**src/rtl/sfpl_pkg.sv**
```systemverilog
// Package: shared types and constants of the serial flash page loader.
`default_nettype none

package sfpl_pkg;

  localparam int unsigned PageBytesDef = 256;
  localparam int unsigned ResFifoDepth = 8;
  localparam int unsigned CfgIdxW      = 2;
  localparam int unsigned CfgDataW     = 16;

  localparam logic [CfgIdxW-1:0] CfgHandshakeTicks   = 2'd0;
  localparam logic [CfgIdxW-1:0] CfgByteTimeoutTicks = 2'd1;

  localparam logic [15:0] HandshakeTicksRst   = 16'd3000;
  localparam logic [15:0] ByteTimeoutTicksRst = 16'd500;

  localparam logic [7:0] ByteStart = 8'hF5;
  localparam logic [7:0] BytePage  = 8'hF4;
  localparam logic [7:0] ByteLeave = 8'hFF;

  localparam logic [1:0] RkEcho   = 2'd0;
  localparam logic [1:0] RkFill   = 2'd1;
  localparam logic [1:0] RkCommit = 2'd2;
  localparam logic [1:0] RkLeave  = 2'd3;

  typedef struct packed {
    logic [1:0]  result_kind;
    logic [7:0]  tx_byte;
    logic [6:0]  word_index;
    logic [15:0] word_data;
    logic [15:0] page_address;
    logic        last;
  } sfpl_res_t;

  typedef struct packed {
    logic      v0;
    logic      v1;
    sfpl_res_t res0;
    sfpl_res_t res1;
  } sfpl_push_t;

  typedef struct packed {
    logic                we;
    logic [CfgIdxW-1:0]  index;
    logic [CfgDataW-1:0] data;
  } sfpl_cfg_t;

endpackage

`default_nettype wire

```
**src/rtl/sfpl_in_if.sv**
```systemverilog
// Interface: input channel carrying bytes and timer ticks.
`default_nettype none

interface sfpl_in_if;
  logic       valid;
  logic       ready;
  logic       kind;
  logic [7:0] rx_byte;

  modport source (output valid, output kind, output rx_byte, input ready);
  modport sink   (input valid, input kind, input rx_byte, output ready);
endinterface

`default_nettype wire

```
**src/rtl/sfpl_out_if.sv**
```systemverilog
// Interface: result channel of the loader.
`default_nettype none

interface sfpl_out_if;
  logic        valid;
  logic        ready;
  logic [1:0]  result_kind;
  logic [7:0]  tx_byte;
  logic [6:0]  word_index;
  logic [15:0] word_data;
  logic [15:0] page_address;
  logic        last;

  modport source (output valid, output result_kind, output tx_byte, output word_index,
                  output word_data, output page_address, output last, input ready);
  modport sink   (input valid, input result_kind, input tx_byte, input word_index,
                  input word_data, input page_address, input last, output ready);
endinterface

`default_nettype wire

```
**src/rtl/sfpl_ctrl.sv**
```systemverilog
// Loader control: input register, mode sequencer and result generation.
`default_nettype none

module sfpl_ctrl import sfpl_pkg::*; #(
  parameter int unsigned PAGE_BYTES = PageBytesDef
) (
  input  wire        clk_i,
  input  wire        rst_ni,
  input  wire        beat_i,
  input  wire        kind_i,
  input  wire  [7:0] rx_byte_i,
  input  wire  sfpl_cfg_t cfg_i,
  output sfpl_push_t push_o
);

  localparam int unsigned BcW   = $clog2(PAGE_BYTES + 4);
  localparam int unsigned AddrW = 16 + $clog2(PAGE_BYTES + 1);

  localparam logic [1:0] ModeHandshake = 2'd0;
  localparam logic [1:0] ModeCommand   = 2'd1;
  localparam logic [1:0] ModeFrame     = 2'd2;
  localparam logic [1:0] ModeLeft      = 2'd3;

  logic             stg_v_q;
  logic             stg_kind_q;
  logic [7:0]       stg_byte_q;

  logic [15:0]      to_ticks_q, to_ticks_d;
  logic [1:0]       mode_q, mode_d;
  logic [BcW-1:0]   bc_q, bc_d;
  logic [15:0]      ticks_q, ticks_d;
  logic [7:0]       pn_hi_q, pn_hi_d;
  logic [7:0]       pn_lo_q, pn_lo_d;
  logic [7:0]       pend_q, pend_d;

  logic             expire;
  logic [15:0]      ticks_dec;
  logic [BcW-1:0]   off;
  logic [BcW-1:0]   bc_inc;
  logic             done;
  logic [AddrW-1:0] addr_full;
  logic [AddrW-1:0] addr_clamp;
  sfpl_res_t        blank;

  always_ff @(posedge clk_i or negedge rst_ni) begin
    if (!rst_ni) begin
      stg_v_q <= 1'b0;
    end else begin
      stg_v_q <= beat_i;
    end
  end

  always_ff @(posedge clk_i) begin
    if (beat_i) begin
      stg_kind_q <= kind_i;
      stg_byte_q <= rx_byte_i;
    end
  end

  always_ff @(posedge clk_i or negedge rst_ni) begin
    if (!rst_ni) begin
      to_ticks_q <= ByteTimeoutTicksRst;
      mode_q     <= ModeHandshake;
      bc_q       <= '0;
      ticks_q    <= HandshakeTicksRst;
      pn_hi_q    <= '0;
      pn_lo_q    <= '0;
      pend_q     <= '0;
    end else begin
      to_ticks_q <= to_ticks_d;
      mode_q     <= mode_d;
      bc_q       <= bc_d;
      ticks_q    <= ticks_d;
      pn_hi_q    <= pn_hi_d;
      pn_lo_q    <= pn_lo_d;
      pend_q     <= pend_d;
    end
  end

  assign expire     = (ticks_q <= 16'd1);
  assign ticks_dec  = expire ? 16'd0 : ticks_q - 16'd1;
  assign off        = bc_q - BcW'(2);
  assign bc_inc     = bc_q + BcW'(1);
  assign done       = (bc_inc >= BcW'(PAGE_BYTES + 2));
  assign addr_full  = AddrW'({pn_hi_q, pn_lo_q}) * AddrW'(PAGE_BYTES);
  assign addr_clamp = (addr_full > AddrW'(32'h10000 - PAGE_BYTES)) ?
                      AddrW'(32'h10000 - PAGE_BYTES) : addr_full;
  assign blank      = '0;

  always_comb begin
    to_ticks_d = to_ticks_q;
    mode_d     = mode_q;
    bc_d       = bc_q;
    ticks_d    = ticks_q;
    pn_hi_d    = pn_hi_q;
    pn_lo_d    = pn_lo_q;
    pend_d     = pend_q;
    push_o     = '0;
    push_o.res0 = blank;
    push_o.res1 = blank;

    if (stg_v_q) begin
      case (mode_q)
        ModeHandshake: begin
          if (stg_kind_q) begin
            ticks_d = ticks_dec;
            if (expire) begin
              mode_d                  = ModeLeft;
              push_o.v0               = 1'b1;
              push_o.res0.result_kind = RkLeave;
              push_o.res0.last        = 1'b1;
            end
          end else if (stg_byte_q == ByteStart) begin
            mode_d                  = ModeCommand;
            push_o.v0               = 1'b1;
            push_o.res0.result_kind = RkEcho;
            push_o.res0.tx_byte     = ByteStart;
            push_o.res0.last        = 1'b1;
          end
        end
        ModeCommand: begin
          if (!stg_kind_q) begin
            if (stg_byte_q == ByteStart) begin
              push_o.v0               = 1'b1;
              push_o.res0.result_kind = RkEcho;
              push_o.res0.tx_byte     = ByteStart;
              push_o.res0.last        = 1'b1;
            end else if (stg_byte_q == ByteLeave) begin
              mode_d                  = ModeLeft;
              push_o.v0               = 1'b1;
              push_o.v1               = 1'b1;
              push_o.res0.result_kind = RkEcho;
              push_o.res0.tx_byte     = ByteLeave;
              push_o.res1.result_kind = RkLeave;
              push_o.res1.last        = 1'b1;
            end else if (stg_byte_q == BytePage) begin
              mode_d                  = ModeFrame;
              bc_d                    = '0;
              ticks_d                 = to_ticks_q;
              push_o.v0               = 1'b1;
              push_o.res0.result_kind = RkEcho;
              push_o.res0.tx_byte     = BytePage;
              push_o.res0.last        = 1'b1;
            end
          end
        end
        ModeFrame: begin
          if (stg_kind_q) begin
            ticks_d = ticks_dec;
            if (expire) begin
              mode_d = ModeCommand;
            end
          end else begin
            ticks_d = to_ticks_q;
            if (bc_q == BcW'(0)) begin
              pn_hi_d = stg_byte_q;
              bc_d    = BcW'(1);
            end else if (bc_q == BcW'(1)) begin
              pn_lo_d = stg_byte_q;
              bc_d    = BcW'(2);
            end else begin
              bc_d = bc_inc;
              if (!off[0]) begin
                pend_d = stg_byte_q;
              end else begin
                push_o.v0               = 1'b1;
                push_o.res0.result_kind = RkFill;
                push_o.res0.word_index  = 7'(off >> 1);
                push_o.res0.word_data   = {stg_byte_q, pend_q};
                push_o.res0.last        = !done;
                if (done) begin
                  push_o.v1                = 1'b1;
                  push_o.res1.result_kind  = RkCommit;
                  push_o.res1.page_address = addr_clamp[15:0];
                  push_o.res1.last         = 1'b1;
                  mode_d                   = ModeCommand;
                  bc_d                     = '0;
                end
              end
            end
          end
        end
        default: begin
        end
      endcase
    end

    if (cfg_i.we) begin
      if (cfg_i.index == CfgHandshakeTicks) begin
        if (mode_q == ModeHandshake) begin
          ticks_d = cfg_i.data;
        end
      end else if (cfg_i.index == CfgByteTimeoutTicks) begin
        to_ticks_d = cfg_i.data;
      end
    end
  end

endmodule

`default_nettype wire

```
**src/rtl/sfpl_res_fifo.sv**
```systemverilog
// Result queue: takes up to two results a cycle, delivers one beat a cycle while pop_i is high.
`default_nettype none

module sfpl_res_fifo import sfpl_pkg::*; #(
  parameter int unsigned DEPTH = ResFifoDepth
) (
  input  wire                        clk_i,
  input  wire                        rst_ni,
  input  wire  sfpl_push_t           push_i,
  input  wire                        pop_i,
  output sfpl_res_t                  head_o,
  output logic                       valid_o,
  output logic [$clog2(DEPTH+1)-1:0] level_o
);

  localparam int unsigned PtrW = $clog2(DEPTH);
  localparam int unsigned LvlW = $clog2(DEPTH + 1);

  sfpl_res_t       mem_q [DEPTH];
  logic [PtrW-1:0] wr_q, wr_d;
  logic [PtrW-1:0] rd_q, rd_d;
  logic [LvlW-1:0] lvl_q, lvl_d;
  logic [PtrW-1:0] wr_nxt;
  logic            pop;

  assign wr_nxt = wr_q + PtrW'(1);
  assign pop    = pop_i && (lvl_q != '0);

  always_comb begin
    wr_d  = wr_q + PtrW'(push_i.v0) + PtrW'(push_i.v1);
    rd_d  = rd_q + PtrW'(pop);
    lvl_d = lvl_q + LvlW'(push_i.v0) + LvlW'(push_i.v1) - LvlW'(pop);
  end

  always_ff @(posedge clk_i or negedge rst_ni) begin
    if (!rst_ni) begin
      wr_q  <= '0;
      rd_q  <= '0;
      lvl_q <= '0;
    end else begin
      wr_q  <= wr_d;
      rd_q  <= rd_d;
      lvl_q <= lvl_d;
    end
  end

  always_ff @(posedge clk_i) begin
    if (push_i.v0) begin
      mem_q[wr_q] <= push_i.res0;
    end
    if (push_i.v1) begin
      mem_q[wr_nxt] <= push_i.res1;
    end
  end

  assign head_o  = mem_q[rd_q];
  assign valid_o = (lvl_q != '0);
  assign level_o = lvl_q;

endmodule

`default_nettype wire

```
**src/rtl/serial_flash_page_loader_core.sv**
```systemverilog
// Top level: serial flash page loader core.
`default_nettype none

// Accepts one input beat (serial byte or timer tick) per cycle while input
// ready is high. A beat is registered, decoded in the following cycle, and
// its results are written to an eight-entry result queue whose head drives
// the output channel. A 0xFF command and the byte that completes a page frame
// give two results each; the queue delivers one per cycle while the output
// side is ready. Input ready is high while the queue holds four or fewer
// results, so with the output side taking every beat the block sustains one
// input item per cycle.
module serial_flash_page_loader_core import sfpl_pkg::*; #(
  parameter int unsigned PAGE_BYTES = PageBytesDef
) (
  input  wire                 clk_i,
  input  wire                 rst_ni,
  sfpl_in_if.sink             in_if,
  sfpl_out_if.source          out_if,
  input  wire                 cfg_we_i,
  input  wire  [CfgIdxW-1:0]  cfg_index_i,
  input  wire  [CfgDataW-1:0] cfg_data_i
);

  localparam int unsigned LvlW = $clog2(ResFifoDepth + 1);

  sfpl_cfg_t       cfg;
  sfpl_push_t      push;
  sfpl_res_t       head;
  logic            head_v;
  logic [LvlW-1:0] level;
  logic            beat;

  assign cfg.we    = cfg_we_i;
  assign cfg.index = cfg_index_i;
  assign cfg.data  = cfg_data_i;

  assign in_if.ready = (level <= LvlW'(ResFifoDepth - 4));
  assign beat        = in_if.valid && in_if.ready;

  sfpl_ctrl #(
    .PAGE_BYTES (PAGE_BYTES)
  ) u_ctrl (
    .clk_i     (clk_i),
    .rst_ni    (rst_ni),
    .beat_i    (beat),
    .kind_i    (in_if.kind),
    .rx_byte_i (in_if.rx_byte),
    .cfg_i     (cfg),
    .push_o    (push)
  );

  sfpl_res_fifo #(
    .DEPTH (ResFifoDepth)
  ) u_fifo (
    .clk_i   (clk_i),
    .rst_ni  (rst_ni),
    .push_i  (push),
    .pop_i   (out_if.ready),
    .head_o  (head),
    .valid_o (head_v),
    .level_o (level)
  );

  assign out_if.valid        = head_v;
  assign out_if.result_kind  = head.result_kind;
  assign out_if.tx_byte      = head.tx_byte;
  assign out_if.word_index   = head.word_index;
  assign out_if.word_data    = head.word_data;
  assign out_if.page_address = head.page_address;
  assign out_if.last         = head.last;

  a_level_bound: assert property (@(posedge clk_i) disable iff (!rst_ni)
    level <= LvlW'(ResFifoDepth))
    else $error("result queue overflow");

  a_pair_order: assert property (@(posedge clk_i) disable iff (!rst_ni)
    push.v1 |-> push.v0)
    else $error("second result pushed without first");

  a_echo_nonlast: assert property (@(posedge clk_i) disable iff (!rst_ni)
    (out_if.valid && out_if.result_kind == RkEcho && !out_if.last) |->
    (out_if.tx_byte == ByteLeave))
    else $error("non-final echo is not the leave byte");

  a_commit_last: assert property (@(posedge clk_i) disable iff (!rst_ni)
    (out_if.valid && (out_if.result_kind == RkCommit || out_if.result_kind == RkLeave)) |->
    out_if.last)
    else $error("commit or leave beat not marked last");

endmodule

`default_nettype wire

```
**src/flat_wrapper.sv**
```systemverilog
// flat-port wrapper written by rule: the top's interface ports become plain ports
module serial_flash_page_loader_core_flat import sfpl_pkg::*;
#(
  parameter int unsigned PAGE_BYTES = PageBytesDef
)
  (clk_i, rst_ni, cfg_we_i, cfg_index_i, cfg_data_i, in_if_valid, in_if_kind, in_if_rx_byte, in_if_ready, out_if_valid, out_if_result_kind, out_if_tx_byte, out_if_word_index, out_if_word_data, out_if_page_address, out_if_last, out_if_ready);
  sfpl_in_if in_if_i ();
  sfpl_out_if out_if_i ();
  input  wire clk_i;
  input  wire rst_ni;
  input  wire cfg_we_i;
  input  wire  [CfgIdxW-1:0] cfg_index_i;
  input  wire  [CfgDataW-1:0] cfg_data_i;
  input wire logic [$bits(in_if_i.valid)-1:0] in_if_valid;
  input wire logic [$bits(in_if_i.kind)-1:0] in_if_kind;
  input wire logic [$bits(in_if_i.rx_byte)-1:0] in_if_rx_byte;
  output wire logic [$bits(in_if_i.ready)-1:0] in_if_ready;
  output wire logic [$bits(out_if_i.valid)-1:0] out_if_valid;
  output wire logic [$bits(out_if_i.result_kind)-1:0] out_if_result_kind;
  output wire logic [$bits(out_if_i.tx_byte)-1:0] out_if_tx_byte;
  output wire logic [$bits(out_if_i.word_index)-1:0] out_if_word_index;
  output wire logic [$bits(out_if_i.word_data)-1:0] out_if_word_data;
  output wire logic [$bits(out_if_i.page_address)-1:0] out_if_page_address;
  output wire logic [$bits(out_if_i.last)-1:0] out_if_last;
  input wire logic [$bits(out_if_i.ready)-1:0] out_if_ready;
  assign in_if_i.valid = in_if_valid;
  assign in_if_i.kind = in_if_kind;
  assign in_if_i.rx_byte = in_if_rx_byte;
  assign in_if_ready = in_if_i.ready;
  assign out_if_valid = out_if_i.valid;
  assign out_if_result_kind = out_if_i.result_kind;
  assign out_if_tx_byte = out_if_i.tx_byte;
  assign out_if_word_index = out_if_i.word_index;
  assign out_if_word_data = out_if_i.word_data;
  assign out_if_page_address = out_if_i.page_address;
  assign out_if_last = out_if_i.last;
  assign out_if_i.ready = out_if_ready;
  serial_flash_page_loader_core #(.PAGE_BYTES(PAGE_BYTES)) u_core (.clk_i(clk_i), .rst_ni(rst_ni), .in_if(in_if_i), .out_if(out_if_i), .cfg_we_i(cfg_we_i), .cfg_index_i(cfg_index_i), .cfg_data_i(cfg_data_i));
endmodule
```
**config.mk**
```make
export PLATFORM = sky130hd
export DESIGN_NAME = serial_flash_page_loader_core_flat
export DESIGN_NICKNAME = d
export VERILOG_FILES = /design/src/rtl/sfpl_pkg.sv /design/src/rtl/sfpl_in_if.sv /design/src/rtl/sfpl_out_if.sv /design/src/rtl/sfpl_ctrl.sv /design/src/rtl/sfpl_res_fifo.sv /design/src/rtl/serial_flash_page_loader_core.sv /design/src/flat_wrapper.sv
export SDC_FILE = /design/constraint.sdc
export NUM_CORES = 1
export LEC_CHECK = 0
export BUFFER_PORTS_ARGS = -buffer_cell sky130_fd_sc_hd__buf_2
export CAP_MARGIN = 25
export CORE_UTILIZATION = 45
export DETAILED_ROUTE_END_ITERATION = 8
export PLACE_DENSITY = 0.69
export SYNTH_ARGS = -nofsm -noshare
export SYNTH_HDL_FRONTEND = slang
export SYNTH_SLANG_ARGS = --single-unit
```
**constraint.sdc**
```tcl
create_clock -name clk_i -period 4.5 [get_ports clk_i]
set_clock_uncertainty 0.2 [all_clocks]
set_input_delay 0.675 -clock clk_i [delete_from_list [all_inputs] [get_ports clk_i]]
set_output_delay 0.675 -clock clk_i [all_outputs]
set_load 0.05 [all_outputs]
```
==> qor.yml <==
status: "finished clean"
root_buffer: "clkbuf_16"
cpPeakStageDelay_ns: 0.56
power_frac_seq_pct: 40.1
cap_violations: 0
final_nets: 1920
path_clk_slew_ns: 0.06
tightest_slew_ns: 1.24
n_antenna_cell: 0
critPathSlowestCell: "dfrtp_1"
drc: 0
io_buffer_count: 75
rows: 73
coreArea_um2: 40100
grt_max_degree: 79
synthFlopType: "dfxtp_1"
overflow: 0
p_leak_nw: 8.20
vias_per_cell: 5.95
p_int_w: 0.00718
synth_seq_cells: 383
clkLatencyLatePin_ns: 0.56
detailed_place_hpwl_mm: 32.6
path_cells: "inv_1, ha_1, or4_1, a2111o_1, o211a_1, o21ai_1, ha_1, inv_1, fa_1, fa_1, xor2_1"
grt_pass1_wl_mm: 79.9
critPathMaxFanout: 11
vias: 14400
finalSetupViolations: 0
p_switching_w: 0.00350
drive_gt1_share_pct: 23.5
rsz0062_at_grt: "no"
swShare_pct: 32.7
post-route-period-util_pct: 93.7
syn_area_per_cell_um2: 10.1
drt-initial-drc-count: 1527
die_h_um: 205
cp_top_family: "adder cells"
synth_edf_count: 97
setup_slack_ns: 0.285
syn_inst: 1838
vdd_drop_max_uv: 366
ys_types: 68
grt_usage_pct: 24.7
wl_mm: 51.5
synth-warning-count: 0
top_level_ports: 84
path_buf_inv: 2
startpoint_type: "flop"
hold_class: "input port to flop"
clock-sinks: 383
start_util_pct: 46.1
dieArea_um2: 41900
gp_congestion: 0.880
cts_max_level: 2
critPathCaptureType: "flop"
place_ws_ns: 0.199
final_max_slew_viol_count: 0
fmax_mhz: 237
cp.required_ns: 4.75
dieWidth_um: 205
fillers: 3460
cts_buffers: 42
routedWlPerCell_um: 21.2
clockBufferDepth: 3
power_density_nw_per_um2: 512
yosysSeqAreaShare_pct: 49.0
p_comb_share_pct: 25.4
cp.arrival_ns: 4.47
firstDrtPassIters: 7
ant_nets: 0
setup_tns_ns: 0
whs_ns: 0.0853
utilization_pct: 52.1
period_minus_slack_ns: 4.21
cts_tree: "done"
slew_headroom_pct: 17.4
synthArstFlopShare_pct: 20.4
grt_pass1_vias: 14300
syn_area_um2: 18500
pwr-share-clk_pct: 34.5
antenna_found_initial: 0
final_hold_viol_count: 0
cts_setup_buffers: 0
area_delta_synth_final_pct: 13.0
critical_path_class: "flop to flop"
power by group through the flow:
stage	registers [W]	clock network, W	logic, W
2_1_floorplan	0.00399	0	0.00224
3_3_place_gp	0.00441	0	0.00252
3_5_place_dp	0.00443	0	0.00259
4_1_cts	0.00435	0.00372	0.00260
5_1_grt	0.00434	0.00387	0.00291
6_report	0.00428	0.00369	0.00271
routing by layer:
metal	global-route usage (%)	routed length, µm	up-vias
li1	-	-	6536
met1	31.0	20300	7070
met2	41.8	25200	684
met3	4.47	4180	129
met4	9.83	1730	0
met5	0	0	-
repair_timing:
| action | 4_1_cts | 5_1_grt |
|---|---|---|
| endpoints found under the hold margin | 0 | 24 |
| endpoints found under the setup margin | 0 | 2 |
| hold buffers | 0 | 1 |
| gates resized for setup | 0 | 2 |
cell families (layout without fill, tap and decap cells):
group	after synthesis	after routing	share of synthesized area, %
mux	175	175	15.1
buf+inv	173	226	4.48
other cells	1	8	0.0203
simple gates	688	688	15.6
compound gates	373	373	13.1
fa+ha+maj	23	23	1.68
flops	383	383	49.0
xor+xnor	22	22	1.04
cell usage in the layout, fill, tap and decap left out, drive strengths merged, types with 31 or more instances in the layout:
master / count
mux4: 74
nand2: 92
a21oi: 202
dfxtp: 208
edfxtp: 97
nor2: 470
a22oi: 31
mux2: 90
dfrtp: 65
clkbuf: 64
o21ai: 60
buf: 125
metrics by stage:
step / std cells / total power [W] / cell area [µm²]
floorplan: 1845 / 0.00623 / 18500
global placement: 2338 / 0.00692 / 19200
detailed placement: 2342 / 0.00701 / 19300
CTS: 2419 / 0.0107 / 20800
global route: 2423 / 0.0111 / 20900
finish: 2423 / 0.0107 / 20900
sequential cells by signal (all words and copies together), names as in the netlist:
register / flops
u_core.u_fifo.mem_q: 296
u_core.u_ctrl.ticks_q: 16
u_core.u_ctrl.to_ticks_q: 16
u_core.u_ctrl.bc_q: 9
u_core.u_ctrl.pend_q: 8
u_core.u_ctrl.pn_hi_q: 8
u_core.u_ctrl.pn_lo_q: 8
u_core.u_ctrl.stg_byte_q: 8
u_core.u_fifo.level_o: 4
u_core.u_fifo.rd_q: 3
u_core.u_fifo.wr_q: 3
u_core.u_ctrl.mode_q: 2
u_core.u_ctrl.stg_kind_q: 1
u_core.u_ctrl.stg_v_q: 1
cell type report:
cell class	count	area (µm²)	area share, %
clock buffer	63	1270	6.09
inverter	22	82.6	0.396
tap	525	657	3.15
multi-input combinational	1289	8720	41.8
timing repair buffer	127	866	4.15
clock inverter	14	224	1.07
sequential	383	9050	43.4
cells in the mapped netlist (5+ instances only):
library cell | n | area (µm²)
clkbuf_1 | 91 | 342
nand3_1 | 21 | 105
a21oi_1 | 151 | 756
o22ai_1 | 9 | 56.3
nor2b_1 | 7 | 43.8
nor3b_1 | 5 | 37.5
dfxtp_1 | 208 | 4160
nor4_1 | 8 | 50.1
a31oi_1 | 5 | 31.3
mux2_2 | 90 | 1010
buf_4 | 19 | 143
o31ai_2 | 8 | 100
o21ai_0 | 43 | 215
dfrtp_1 | 65 | 1630
and2_1 | 6 | 37.5
nand2_1 | 92 | 345
or3_1 | 16 | 100
nor2_1 | 470 | 1760
o21ai_1 | 17 | 85.1
ha_1 | 20 | 250
a22oi_1 | 31 | 233
buf_1 | 10 | 37.5
nand4_1 | 8 | 50.1
mux4_2 | 74 | 1670
a2bb2oi_1 | 8 | 70.1
mux2i_1 | 11 | 110
o221ai_1 | 6 | 52.6
dfstp_2 | 13 | 342
edfxtp_1 | 97 | 2910
inv_1 | 21 | 78.8
and3_1 | 6 | 37.5
buf_2 | 20 | 100
nor3_1 | 27 | 135
a21o_1 | 7 | 52.6
xnor2_1 | 8 | 70.1
xor2_1 | 14 | 123
buf_6 | 11 | 124
a221oi_1 | 9 | 78.8
a21oi_2 | 51 | 447
final timing paths:
| path | cells after the start | slack [ns] | to | start |
|---|---|---|---|---|
| min reg2reg | 2 | 0.25 | u_core.u_fifo.mem_q[5][40] | u_core.u_fifo.mem_q[5][40] |
| min | 1 | 0.09 | u_core.u_ctrl.stg_byte_q[2] | in_if_rx_byte[2] |
| min in group asynchronous | 2 | 0.41 | u_core.u_ctrl.to_ticks_q[15] | rst_ni |
| max reg2reg | 11 | 0.29 | u_core.u_fifo.level_o[2] | u_core.u_ctrl.bc_q[0] |
| max in group asynchronous | 3 | 3.06 | u_core.u_ctrl.ticks_q[4] | rst_ni |
| max | 11 | 0.29 | u_core.u_fifo.level_o[2] | u_core.u_ctrl.bc_q[0] |
No activity file was read; power rests on OpenSTA's default activity.
